==> config.mk <==
export PLATFORM = sky130hd
export DESIGN_NAME = keypad_click_autorepeat_flat
export DESIGN_NICKNAME = d
export VERILOG_FILES = /design/src/rtl/core/kca_pkg.sv /design/src/rtl/core/kca_if.sv /design/src/rtl/core/keypad_click_autorepeat.sv /design/src/flat_wrapper.sv
export SDC_FILE = /design/constraint.sdc
export NUM_CORES = 1
export LEC_CHECK = 0
export ABC_CLOCK_PERIOD_IN_PS = 4000
export BUFFER_PORTS_ARGS = -buffer_cell sky130_fd_sc_hd__buf_2
export CAP_MARGIN = 20
export CORE_UTILIZATION = 40
export CTS_CLUSTER_DIAMETER = 40
export DETAILED_ROUTE_END_ITERATION = 6
export PLACE_DENSITY = 0.62
export SYNTH_ARGS = -nofsm -noshare
export SYNTH_HDL_FRONTEND = slang
export SYNTH_SLANG_ARGS = --single-unit
==> constraint.sdc <==
create_clock -name clk -period 4 [get_ports clk]
set_input_delay 0.8 -clock clk [delete_from_list [all_inputs] [get_ports clk]]
set_output_delay 0.8 -clock clk [all_outputs]
set_load 0.05 [all_outputs]
==> src/rtl/core/kca_pkg.sv <==
// ----------------------------------------------------------------------------
// kca_pkg
// shared types, constants and the key table for the keypad click / repeat block
// ----------------------------------------------------------------------------
package kca_pkg;

  // sizing
  localparam int NUM_KEYS   = 18;   // table positions scanned for clicks (1..32)
  localparam int RUN_WIDTH  = 16;   // usb run counter width (4..32)
  localparam int KEY_IDX_W  = 5;
  localparam int KEY_W      = 32;
  localparam int TICK_W     = 32;
  localparam int DELAY_W    = 16;
  localparam int LEN_W      = 16;

  // usb power sense position inside the second key word
  localparam int USB_SENSE_POS = 28;

  // reset values of the delay registers
  localparam logic [DELAY_W-1:0] FIRST_DELAY_RST = 16'd500;
  localparam logic [DELAY_W-1:0] NEXT_DELAY_RST  = 16'd175;

  // configuration register indexes
  localparam logic CFG_FIRST_DELAY = 1'b0;
  localparam logic CFG_NEXT_DELAY  = 1'b1;

  // command codes
  localparam logic CMD_SCAN   = 1'b0;
  localparam logic CMD_FORGET = 1'b1;

  // key word selector
  localparam logic GRP_1 = 1'b0;
  localparam logic GRP_2 = 1'b1;

  typedef struct packed {
    logic             grp;
    logic [KEY_W-1:0] mask;
  } key_entry_t;

  // key table, positions past the list have an empty mask
  function automatic key_entry_t key_lookup(input logic [KEY_IDX_W-1:0] idx);
    key_entry_t e;
    e.grp  = GRP_1;
    e.mask = '0;
    case (idx)
      5'd0:  begin e.grp = GRP_1; e.mask = 32'h0080_0000; end
      5'd1:  begin e.grp = GRP_1; e.mask = 32'h0300_0000; end
      5'd2:  begin e.grp = GRP_1; e.mask = 32'h0200_0000; end
      5'd3:  begin e.grp = GRP_1; e.mask = 32'h0100_0000; end
      5'd4:  begin e.grp = GRP_1; e.mask = 32'h0400_0000; end
      5'd5:  begin e.grp = GRP_1; e.mask = 32'h0800_0000; end
      5'd6:  begin e.grp = GRP_1; e.mask = 32'h1000_0000; end
      5'd7:  begin e.grp = GRP_1; e.mask = 32'h6000_0000; end
      5'd8:  begin e.grp = GRP_1; e.mask = 32'h0040_0000; end
      5'd9:  begin e.grp = GRP_1; e.mask = 32'h0080_0000; end
      5'd10: begin e.grp = GRP_2; e.mask = 32'h0000_0020; end
      5'd11: begin e.grp = GRP_2; e.mask = 32'h0000_0040; end
      5'd12: begin e.grp = GRP_2; e.mask = 32'h0000_0080; end
      5'd13: begin e.grp = GRP_2; e.mask = 32'h0000_0100; end
      5'd14: begin e.grp = GRP_2; e.mask = 32'h0000_0200; end
      5'd15: begin e.grp = GRP_2; e.mask = 32'h0000_0400; end
      5'd16: begin e.grp = GRP_2; e.mask = 32'h0000_0800; end
      5'd17: begin e.grp = GRP_2; e.mask = 32'h0000_1000; end
      default: begin e.grp = GRP_1; e.mask = '0; end
    endcase
    return e;
  endfunction

endpackage

==> src/rtl/core/kca_if.sv <==
// ----------------------------------------------------------------------------
// kca_in_if / kca_out_if
// valid/ready channels for scan items and result items
// ----------------------------------------------------------------------------
interface kca_in_if
  import kca_pkg::*;
  ();
  logic              valid;
  logic              ready;
  logic              command;
  logic [KEY_W-1:0]  keys_group1;
  logic [KEY_W-1:0]  keys_group2;
  logic [TICK_W-1:0] tick;

  modport source (output valid, command, keys_group1, keys_group2, tick, input ready);
  modport sink   (input valid, command, keys_group1, keys_group2, tick, output ready);
endinterface

interface kca_out_if
  import kca_pkg::*;
  ();
  logic                 valid;
  logic                 ready;
  logic                 key_event;
  logic [KEY_IDX_W-1:0] key_index;
  logic                 usb_level;
  logic                 usb_pulse_done;
  logic [LEN_W-1:0]     usb_pulse_len;

  modport source (output valid, key_event, key_index, usb_level, usb_pulse_done,
                  usb_pulse_len, input ready);
  modport sink   (input valid, key_event, key_index, usb_level, usb_pulse_done,
                  usb_pulse_len, output ready);
endinterface

==> src/rtl/core/keypad_click_autorepeat.sv <==
// ----------------------------------------------------------------------------
// keypad_click_autorepeat
// keypad click detector with typematic repeat and usb sense pulse meter
// ----------------------------------------------------------------------------
//
//  channel   dir  handshake          payload
//  in_ch     in   valid/ready        command, keys_group1, keys_group2, tick
//  out_ch    out  valid/ready        key_event, key_index, usb_level,
//                                    usb_pulse_done, usb_pulse_len
//  cfg_*     in   cfg_we (no wait)   cfg_idx, cfg_wdata
//
//  one item per cycle sustained while out_ch keeps taking results; an accepted
//  item sits in the input register, then goes through the click/repeat logic
//  into the result register
//  rst_n is synchronous and active low; it empties both registers, sets both
//  key words to all ones, clears repeat and usb state and loads the delays
//  a stalled result holds the result register; the input register still
//  takes one more item, then in_ch.ready drops until the result moves
//
module keypad_click_autorepeat
  import kca_pkg::*;
(
  input  logic               clk,
  input  logic               rst_n,
  kca_in_if.sink             in_ch,
  kca_out_if.source          out_ch,
  input  logic               cfg_we,
  input  logic               cfg_idx,
  input  logic [DELAY_W-1:0] cfg_wdata
);

  localparam logic [RUN_WIDTH-1:0] RUN_MAX = '1;

  // configuration
  logic [DELAY_W-1:0] first_delay_r;
  logic [DELAY_W-1:0] next_delay_r;

  // input register
  logic              stg_v_r;
  logic              stg_cmd_r;
  logic [KEY_W-1:0]  stg_g1_r;
  logic [KEY_W-1:0]  stg_g2_r;
  logic [TICK_W-1:0] stg_tick_r;

  // block state
  logic [KEY_W-1:0]     prev_keys_r [2];
  logic [KEY_W-1:0]     cur_keys_r  [2];
  logic [KEY_IDX_W-1:0] rpt_key_r,  rpt_key_nxt;
  logic                 rpt_act_r,  rpt_act_nxt;
  logic [TICK_W-1:0]    rpt_time_r, rpt_time_nxt;
  logic                 rpt_once_r, rpt_once_nxt;
  logic [RUN_WIDTH-1:0] usb_run_r,  usb_run_nxt;

  // result register
  logic                 out_v_r;
  logic                 ev_r,    ev_nxt;
  logic [KEY_IDX_W-1:0] idx_r,   idx_nxt;
  logic                 lvl_r,   lvl_nxt;
  logic                 done_r,  done_nxt;
  logic [LEN_W-1:0]     len_r,   len_nxt;

  logic advance;
  logic is_scan;

  // the staged item moves into the result register when that register is free
  assign advance     = stg_v_r && (!out_v_r || out_ch.ready);
  assign in_ch.ready = !stg_v_r || advance;
  assign is_scan     = (stg_cmd_r == CMD_SCAN);

  // ---------------- click / repeat / usb logic ----------------
  logic [KEY_W-1:0]     new_g [2];
  logic [NUM_KEYS-1:0]  clicked;
  logic                 found;
  logic [KEY_IDX_W-1:0] found_idx;
  key_entry_t           rpt_ent;
  logic                 rpt_pressed;
  logic [TICK_W-1:0]    elapsed;
  logic [DELAY_W-1:0]   cur_delay;
  logic                 rpt_fire;
  logic                 new_lvl;
  logic [31:0]          run_ext;

  assign new_g[0] = stg_g1_r;
  assign new_g[1] = stg_g2_r;

  // per-key edge from not fully pressed to fully pressed
  always_comb begin
    key_entry_t e;
    for (int i = 0; i < NUM_KEYS; i++) begin
      e = key_lookup(KEY_IDX_W'(i));
      clicked[i] = ((cur_keys_r[e.grp] & e.mask) != '0) && ((new_g[e.grp] & e.mask) == '0);
    end
  end

  // lowest table position wins
  always_comb begin
    found     = 1'b0;
    found_idx = '0;
    for (int i = NUM_KEYS - 1; i >= 0; i--) begin
      if (clicked[i]) begin
        found     = 1'b1;
        found_idx = KEY_IDX_W'(i);
      end
    end
  end

  assign rpt_ent     = key_lookup(rpt_key_r);
  assign rpt_pressed = (new_g[rpt_ent.grp] & rpt_ent.mask) == '0;
  assign elapsed     = stg_tick_r - rpt_time_r;
  assign cur_delay   = rpt_once_r ? next_delay_r : first_delay_r;
  // backwards stamps (negative difference) never fire
  assign rpt_fire    = !elapsed[TICK_W-1] && (elapsed > TICK_W'(cur_delay));
  assign new_lvl     = stg_g2_r[USB_SENSE_POS];
  assign run_ext     = 32'(usb_run_r);

  always_comb begin
    rpt_key_nxt  = rpt_key_r;
    rpt_act_nxt  = rpt_act_r;
    rpt_time_nxt = rpt_time_r;
    rpt_once_nxt = rpt_once_r;
    usb_run_nxt  = usb_run_r;
    ev_nxt       = 1'b0;
    idx_nxt      = '0;
    lvl_nxt      = cur_keys_r[1][USB_SENSE_POS];
    done_nxt     = 1'b0;
    len_nxt      = '0;
    if (!is_scan) begin
      // forget: only the repeat key is dropped
      rpt_act_nxt = 1'b0;
    end else begin
      lvl_nxt = new_lvl;
      // usb high-run meter
      if (new_lvl) begin
        if (usb_run_r != RUN_MAX) begin
          usb_run_nxt = usb_run_r + 1'b1;
        end
      end else if (usb_run_r != '0) begin
        done_nxt    = 1'b1;
        len_nxt     = (run_ext > 32'h0000_FFFF) ? '1 : run_ext[LEN_W-1:0];
        usb_run_nxt = '0;
      end
      // fresh click takes priority over a repeat
      if (found) begin
        rpt_key_nxt  = found_idx;
        rpt_act_nxt  = 1'b1;
        rpt_once_nxt = 1'b0;
        rpt_time_nxt = stg_tick_r;
        ev_nxt       = 1'b1;
        idx_nxt      = found_idx;
      end else if (rpt_act_r && rpt_pressed) begin
        if (rpt_fire) begin
          rpt_once_nxt = 1'b1;
          rpt_time_nxt = stg_tick_r;
          ev_nxt       = 1'b1;
          idx_nxt      = rpt_key_r;
        end
      end else begin
        // held key let go
        rpt_act_nxt = 1'b0;
      end
    end
  end

  // ---------------- registers ----------------
  always_ff @(posedge clk) begin
    if (!rst_n) begin
      first_delay_r <= FIRST_DELAY_RST;
      next_delay_r  <= NEXT_DELAY_RST;
    end else if (cfg_we) begin
      case (cfg_idx)
        CFG_FIRST_DELAY: first_delay_r <= cfg_wdata;
        CFG_NEXT_DELAY:  next_delay_r  <= cfg_wdata;
        default:         ;
      endcase
    end
  end

  // input register
  always_ff @(posedge clk) begin
    if (!rst_n) begin
      stg_v_r <= 1'b0;
    end else if (in_ch.ready) begin
      stg_v_r <= in_ch.valid;
    end
  end

  always_ff @(posedge clk) begin
    if (in_ch.valid && in_ch.ready) begin
      stg_cmd_r  <= in_ch.command;
      stg_g1_r   <= in_ch.keys_group1;
      stg_g2_r   <= in_ch.keys_group2;
      stg_tick_r <= in_ch.tick;
    end
  end

  // block state
  always_ff @(posedge clk) begin
    if (!rst_n) begin
      prev_keys_r[0] <= '1;
      prev_keys_r[1] <= '1;
      cur_keys_r[0]  <= '1;
      cur_keys_r[1]  <= '1;
      rpt_key_r      <= '0;
      rpt_act_r      <= 1'b0;
      rpt_time_r     <= '0;
      rpt_once_r     <= 1'b0;
      usb_run_r      <= '0;
    end else if (advance) begin
      if (is_scan) begin
        prev_keys_r[0] <= cur_keys_r[0];
        prev_keys_r[1] <= cur_keys_r[1];
        cur_keys_r[0]  <= stg_g1_r;
        cur_keys_r[1]  <= stg_g2_r;
      end
      rpt_key_r  <= rpt_key_nxt;
      rpt_act_r  <= rpt_act_nxt;
      rpt_time_r <= rpt_time_nxt;
      rpt_once_r <= rpt_once_nxt;
      usb_run_r  <= usb_run_nxt;
    end
  end

  // result register
  always_ff @(posedge clk) begin
    if (!rst_n) begin
      out_v_r <= 1'b0;
    end else if (advance) begin
      out_v_r <= 1'b1;
    end else if (out_ch.ready) begin
      out_v_r <= 1'b0;
    end
  end

  always_ff @(posedge clk) begin
    if (advance) begin
      ev_r   <= ev_nxt;
      idx_r  <= idx_nxt;
      lvl_r  <= lvl_nxt;
      done_r <= done_nxt;
      len_r  <= len_nxt;
    end
  end

  assign out_ch.valid          = out_v_r;
  assign out_ch.key_event      = ev_r;
  assign out_ch.key_index      = idx_r;
  assign out_ch.usb_level      = lvl_r;
  assign out_ch.usb_pulse_done = done_r;
  assign out_ch.usb_pulse_len  = len_r;

  // ---------------- assertions ----------------
  // a reported key is always a scanned table position
  a_idx_range: assert property (@(posedge clk) disable iff (!rst_n)
    (out_v_r && ev_r) |-> (32'(idx_r) < NUM_KEYS))
    else $error("key index out of table range");

  // a finished usb run is reported only while the level is low
  a_done_low: assert property (@(posedge clk) disable iff (!rst_n)
    (out_v_r && done_r) |-> (!lvl_r && len_r != '0))
    else $error("usb pulse reported while sense high or with zero length");

  // a scan with the sense high leaves a nonzero run count
  a_run_count: assert property (@(posedge clk) disable iff (!rst_n)
    (advance && is_scan && new_lvl) |=> (usb_run_r != '0))
    else $error("usb run count not advanced");

  // a forget command always drops the repeat key
  a_forget: assert property (@(posedge clk) disable iff (!rst_n)
    (advance && !is_scan) |=> !rpt_act_r)
    else $error("repeat key survived forget command");

  // input is held off only while the input register is full and stuck
  a_ready: assert property (@(posedge clk) disable iff (!rst_n)
    !in_ch.ready |-> (stg_v_r && out_v_r && !out_ch.ready))
    else $error("input stalled without a blocked result");

endmodule

==> src/flat_wrapper.sv <==
// flat-port wrapper written by rule: the top's interface ports become plain ports
module keypad_click_autorepeat_flat import kca_pkg::*;
  (clk, rst_n, cfg_we, cfg_idx, cfg_wdata, in_ch_valid, in_ch_command, in_ch_keys_group1, in_ch_keys_group2, in_ch_tick, in_ch_ready, out_ch_valid, out_ch_key_event, out_ch_key_index, out_ch_usb_level, out_ch_usb_pulse_done, out_ch_usb_pulse_len, out_ch_ready);
  kca_in_if in_ch_i ();
  kca_out_if out_ch_i ();
  input  logic clk;
  input  logic rst_n;
  input  logic cfg_we;
  input  logic cfg_idx;
  input  logic [DELAY_W-1:0] cfg_wdata;
  input wire logic [$bits(in_ch_i.valid)-1:0] in_ch_valid;
  input wire logic [$bits(in_ch_i.command)-1:0] in_ch_command;
  input wire logic [$bits(in_ch_i.keys_group1)-1:0] in_ch_keys_group1;
  input wire logic [$bits(in_ch_i.keys_group2)-1:0] in_ch_keys_group2;
  input wire logic [$bits(in_ch_i.tick)-1:0] in_ch_tick;
  output wire logic [$bits(in_ch_i.ready)-1:0] in_ch_ready;
  output wire logic [$bits(out_ch_i.valid)-1:0] out_ch_valid;
  output wire logic [$bits(out_ch_i.key_event)-1:0] out_ch_key_event;
  output wire logic [$bits(out_ch_i.key_index)-1:0] out_ch_key_index;
  output wire logic [$bits(out_ch_i.usb_level)-1:0] out_ch_usb_level;
  output wire logic [$bits(out_ch_i.usb_pulse_done)-1:0] out_ch_usb_pulse_done;
  output wire logic [$bits(out_ch_i.usb_pulse_len)-1:0] out_ch_usb_pulse_len;
  input wire logic [$bits(out_ch_i.ready)-1:0] out_ch_ready;
  assign in_ch_i.valid = in_ch_valid;
  assign in_ch_i.command = in_ch_command;
  assign in_ch_i.keys_group1 = in_ch_keys_group1;
  assign in_ch_i.keys_group2 = in_ch_keys_group2;
  assign in_ch_i.tick = in_ch_tick;
  assign in_ch_ready = in_ch_i.ready;
  assign out_ch_valid = out_ch_i.valid;
  assign out_ch_key_event = out_ch_i.key_event;
  assign out_ch_key_index = out_ch_i.key_index;
  assign out_ch_usb_level = out_ch_i.usb_level;
  assign out_ch_usb_pulse_done = out_ch_i.usb_pulse_done;
  assign out_ch_usb_pulse_len = out_ch_i.usb_pulse_len;
  assign out_ch_i.ready = out_ch_ready;
  keypad_click_autorepeat u_core (.clk(clk), .rst_n(rst_n), .in_ch(in_ch_i), .out_ch(out_ch_i), .cfg_we(cfg_we), .cfg_idx(cfg_idx), .cfg_wdata(cfg_wdata));
endmodule
# == Word-level counts from Yosys, hierarchy flattened ==
# Memory sizes are Yosys's and may differ from the RTL's. A register that Yosys moved wholly into a read port is not among the register bits.
# Index checks and enable logic that the tools add are counted.
# totals
register_bits,210
ramBits,64
mem_bits_ro,576
memories,2
# op_classes
n_lt_le_gt_ge,3
eq_ne,3
bitwise_logic,7
n_addsub,2
reduce_logical,59
mux,70
# memory_table
name,depth,width,read_ports,rd_clocked_by_memory_dff,write_ports,line_no,source
(name not given),32,18,1,1,0,kca_pkg.sv:45,case (idx)
u_core.cur_keys_r,2,32,2,0,2,keypad_click_autorepeat.sv:47,logic [KEY_W-1:0] cur_keys_r [2];
# ops
op,n
32-bit zero test,18
32-bit 2-to-1 mux,8
5-bit 2-to-1 mux,22
16-bit 2-to-1 mux,5
32-bit nonzero test,2
1-bit 2-to-1 mux,35
32-bit bitwise AND,1
32-bit by 16-bit greater-than comparator with 1-bit output,1
32-bit subtractor,1
1-bit logical AND,21
16-bit by 1-bit adder with 16-bit output (second input constant),1
16-bit greater-than comparator (second input constant),1
16-bit inequality test (second input constant),1
16-bit nonzero test,1
4-bit AND reduction,2
2-bit nonzero test,4
2-bit AND reduction,3
1-bit zero test,3
3-bit by 1-bit inequality test with 1-bit output (second input constant),1
1-bit inverter,3
3-bit AND reduction,1
3-bit OR reduction,1
2-bit greater-or-equal comparator (second input constant),1
1-bit logical OR,2
4 further kinds,5

# == Depth between registers and ports, before layout ==
# logic_depth
depth_word,22
mapped_depth,22

# == Worst setup path after synthesis ==
# Ideal clock, no wire load.
# synth_timing
path_type,register to register
from,reg u_core.stg_tick_r[7]
to,"reg u_core.idx_r[0], in the netlist u_core.out_ch.key_index[0], data pin"
t_required_ps,3734
setup_ps,266
slack_ps,-218
t_arrival_ps,3952
synth_period_minus_slack_ps,4218
path_stages_with_launch,21
path_cell_list,edfxtp_1 -> ha_1 -> and4_1 -> o211a_1 -> nor2_1 -> nand2_1 -> a21oi_1 -> o21bai_1 -> xor2_1 -> ha_1 -> nand2_1 -> o21a_1 -> o221ai_1 -> a221oi_1 -> o2111ai_1 -> nor4_1 -> nand4_1 -> or3b_1 -> clkbuf_1 -> a41oi_1 -> nor2_1
# synth_via
elab_chain_len,6
elab_cells_between_ends,7
cone_classes,add/sub: 1; order compare: 1; mux: 3; reduce/logical: 2
# synth_lines
item,line_no,source
from (decl),keypad_click_autorepeat.sv:43,logic [TICK_W-1:0] stg_tick_r;
from (signal assigned),keypad_click_autorepeat.sv:192,stg_tick_r <= in_ch.tick;
32-bit subtractor *,keypad_click_autorepeat.sv:109,assign elapsed = stg_tick_r - rpt_time_r;
32-bit by 16-bit greater-than comparator with 1-bit output / 1-bit zero test (equally long branches),keypad_click_autorepeat.sv:112,assign rpt_fire = !elapsed[TICK_W-1] && (elapsed > TICK_W'(cur_delay));
1-bit logical AND *,keypad_click_autorepeat.sv:112,
5-bit 2-to-1 mux *,keypad_click_autorepeat.sv:151,if (rpt_fire) begin
5-bit 2-to-1 mux *,keypad_click_autorepeat.sv:150,end else if (rpt_act_r && rpt_pressed) begin
5-bit 2-to-1 mux *,keypad_click_autorepeat.sv:143,if (found) begin
to (signal assigned),keypad_click_autorepeat.sv:237,idx_r <= idx_nxt;
to (decl),keypad_click_autorepeat.sv:57,"logic [KEY_IDX_W-1:0] idx_r, idx_nxt;"
# Mark *: on every way between the ends. The rest lies on a longest branch, timed or not.
# A chain may end at the register's enable or synchronous reset.

# == Worst setup path in the final report ==
# layout_timing
from,reg u_core.stg_tick_r[6]
to,"reg u_core.idx_r[1], in the netlist u_core.out_ch.key_index[1], data pin"
# Same word-level chain as after synthesis.

==> summary.txt <==
Power
  • Leakage power: 5.18 nW
  • Power density cells: 433 nW/um^2
  • Overall power: 5.92 mW
  • Worst VDD drop: 0.385 mV

Critical path
  • Critical Path Max Stage Delay: 0.48 ns
  • Crit path cell chain: ha_4, buf_4, and4_1, o211a_1, nor2_4, nand2_2, a21oi_2, o21bai_1, xor2_1, ha_1, nand2_2, o21a_1, o221ai_2, a221oi_2, o2111ai_1, nor4_2, nand4_1, or3b_4, a41oi_2, nor2_1
  • Crit Path Class: flip-flop to flip-flop
  • Cell repeated most along the worst path: nand2_2
  • Worst setup SP type: flip-flop
  • Worst R2R Start: u_core.stg_tick_r[6]
  • Critical Path Fanout Max: 7
  • R2R setup slack: -0.32 ns
  • CP bufs+invs: 1
  • CP startpoint: u_core.stg_tick_r[6]
  • Critical path endpoint category: flip-flop
  • Family with the most delay on the worst path: simple AND/OR/NAND/NOR gates
  • Critical-path top delay cell: or3b_4
  • WP data required: 4.30 ns
  • Critical Path AT: 4.62 ns

Cells and area
  • Most common cell after layout, fill and taps aside: nand2_1
  • Final core occ: 0.507
  • Final instance area: 13700 um^2
  • Fillers: 2485
  • Layout cells sized above 1: 0.227
  • Net count reported at finish: 1487
  • Commonest non-fill, non-tap cells in the layout: nand2_1, buf_2, edfxtp_1
  • Layout area overhead: 24.5%

Die
  • Die area: 28100 um^2
  • Ports: 145
  • Core box area: 27000 um^2
  • Die Span Y: 168 um
  • Row cnt: 60
  • Die X: 168 um
  • Initial Util: 0.407

GRT
  • Tot GR Track Use: 0.191
  • First-pass GRT wire length: 43.4 mm
  • Initial antenna violation count: 3
  • Grt ovf: 0
  • M2 GR Usage: 0.324
  • M3 GR Usage: 0.0340
  • Met1 Use GR: 0.248
  • Most used routing layer: met2
  • Vias in the first global route: 8671
  • Largest net degree at the start of global routing: 68

Placement
  • I/O Buffers: 114
  • Placed cell area: 12500 um^2
  • GP Congestion: 0.868
  • Detail Placement HPWL: 19.4 mm

Logic synthesis
  • Syn. warnings: 0
  • Ranking of synthesized cells by area: edfxtp_1, dfxtp_1, nand2_1, ha_1, mux2i_1
  • Cells after Synth: 1139
  • Main combinational cell family by area after synthesis: simple AND/OR/NAND/NOR gates
  • XOR/XNOR Fraction of Synth Area: 0.0248
  • Register bit total from synthesis: 215
  • Dominant synthesized flop cell: edfxtp_1
  • Yosys cell types: 71
  • Sequential area share after synthesis: 0.492
  • Fraction of the mapped netlist area in simple logic gates: 0.200
  • Compound-Gate Fraction of Synth Area: 0.123
  • Post-synth top area cell: edfxtp_1
  • Post-Syn Area: 11000 um^2
  • Area share of fa/ha/maj cells after synthesis: 0.0600
  • Mean area per synthesized cell: 9.63 um^2
  • Number of synthesized flops with an enable pin: 109
  • Share of the synthesized area in the top cell type: 0.298
  • Post-synth ARST share: 0
  • Mapped Nets: 1310
  • Multiplexer share of the synthesized area: 0.0612

Hold path
  • Hold_sp: in_ch_keys_group1[25]
  • Worst min-delay path category: primary input to flip-flop

Detailed routing
  • ANT nets after route: 0
  • Initial DRC count: 506
  • Vias: 8751
  • WL/cell: 15.8 um
  • Final wirelength: 26.6 mm
  • DRC: 0
  • Vias/cell: 5.20
  • Pre-antenna DRT Iters: 4

Timing
  • RSZ-0062 raised after global routing: true
  • Slew Limit Fails: 0
  • Min cycle time layout: 4.32 ns
  • Final setup vio count: 39
  • Max Clk Rate: 231 MHz
  • Worst-margin pin slew: 0.970 ns
  • Worst slew margin: 0.354
  • Final hold viol count: 0
  • Max Clock Skew: 0.0147 ns
  • Worst Slack Setup Final: -0.321 ns
  • Final period util: 1.08

Outcome
  • Failing checks: setup timing
  • Run status: finished, violations left

Clock tree
  • H-tree levels: 1
  • Num CTS Buffers: 31
  • Hold buffer count at CTS: 0
  • CTS Root Cell: clkbuf_16
  • Clock transition at the registers of the reported paths: 0.06 ns
  • CTS Buffer Depth: 3
  • CTS Sinks: 215
  • Clk Latency, worst-skew pair: 0.56 ns
  • CTS tree: done

Flow run
  • # Max-Cap Violations: 0
## registers in the layout, summed over array words and instances, names as in the netlist
register,cells
u_core.rpt_time_r,32
u_core.stg_tick_r,32
u_core.cur_keys_r,18
u_core.rpt_ent,17
u_core.stg_g1_r,17
u_core.stg_g2_r,17
u_core.first_delay_r,16
u_core.next_delay_r,16
u_core.out_ch.usb_pulse_len,16
u_core.usb_run_r,16
u_core.out_ch.key_index,5
u_core.rpt_key_r,5
u_core.out_ch.key_event,1
u_core.out_ch.usb_level,1
u_core.out_ch.usb_pulse_done,1
u_core.out_ch.valid,1
u_core.rpt_act_r,1
u_core.rpt_once_r,1
u_core.stg_cmd_r,1
u_core.stg_v_r,1
## area by class of cell
class / count / area [um^2] / area share
Multi-Input combinational cell: 817 / 5380 / 0.394
Inverter: 59 / 221 / 0.0162
Clock buffer: 38 / 812 / 0.0595
Sequential cell: 215 / 5400 / 0.395
Timing Repair Buffer: 192 / 1220 / 0.0895
Tap cell: 341 / 427 / 0.0312
Antenna cell: 2 / 5.00 / 0.000367
Clock inverter: 20 / 195 / 0.0143
## path summary, 6_finish.rpt
kind,to,cells past startpoint
max,u_core.out_ch.key_index[1],20
min,u_core.stg_g1_r[25],1
min reg2reg,u_core.next_delay_r[12],2
max reg2reg,u_core.out_ch.key_index[1],20
## routing by layer
metal  vias up  share of wire
met3        43          0.045
met2       180           0.46
met1      4093           0.47
met5         -        0.00049
met4         2          0.023
li1       4433              -
## power breakdown
part	switching (mW)	internal, mW
registers	0.0525	2.42
logic	0.486	0.351
clock network	1.02	1.59
## worst reg2reg max path: stages (launching register included)
cell and delay, ns:
edfxtp_1 0.43, ha_4 0.25, buf_4 0.15, and4_1 0.15, o211a_1 0.17, nor2_4 0.22, nand2_2 0.10, a21oi_2 0.14
o21bai_1 0.08, xor2_1 0.15, ha_1 0.31, nand2_2 0.09, o21a_1 0.13, o221ai_2 0.10, a221oi_2 0.24, o2111ai_1 0.15
nor4_2 0.29, nand4_1 0.18, or3b_4 0.48, a41oi_2 0.20, nor2_1 0.08
## repair_timing
action	CTS	global route
setup endpoints to repair	39	39
pin swaps	27	6
gates resized for setup	10	10
buffers inserted	4	2
gates cloned	2	0
## through the flow
stage	TNS, ns	setup slack (ns)	std cells	hold slack, ns
6_report	-8.36	-0.321	1684	0.405
5_1_grt	-21.35	-0.624	1683	0.386
4_1_cts	-8.53	-0.290	1679	0.381
3_5_place_dp	-14.70	-0.643	1617	0.446
3_3_place_gp	-12.05	-0.581	1617	0.442
2_1_floorplan	-0.201	-0.0494	1139	0.434
## cell families (layout without fill, tap and decap cells)
group,Yosys count,in the layout
flip-flops,215,215
other,0,2
buffers and inverters,107,309
AND/OR/NAND/NOR,463,463
AO/OA/AOI/OAI,206,206
adder cells (fa/ha/maj),52,52
XOR/XNOR,31,31
multiplexers,65,65
## cell usage after synthesis (all sizes together) (3+ instances only)
master	instances
a21o	12
inv	59
o211ai	8
nor2	85
and2	19
or3	25
nor4	11
nand3	44
a221oi	4
xor2	16
o22ai	4
o221ai	3
a21oi	71
mux2	16
o21a	7
or4	3
o31ai	3
edfxtp	109
and4	3
mux2i	49
a211o	6
a211oi	12
nand2	182
nor2b	16
and3	6
a31oi	4
o21bai	3
ha	51
nor3	23
o2111ai	3
a22oi	8
o21ai	35
a41oi	4
nand4	15
dfxtp	106
clkbuf	40
xnor2	15
or2	5
buf	8
a21boi	3
nand2b	19
(Power assumes the default switching activity.)
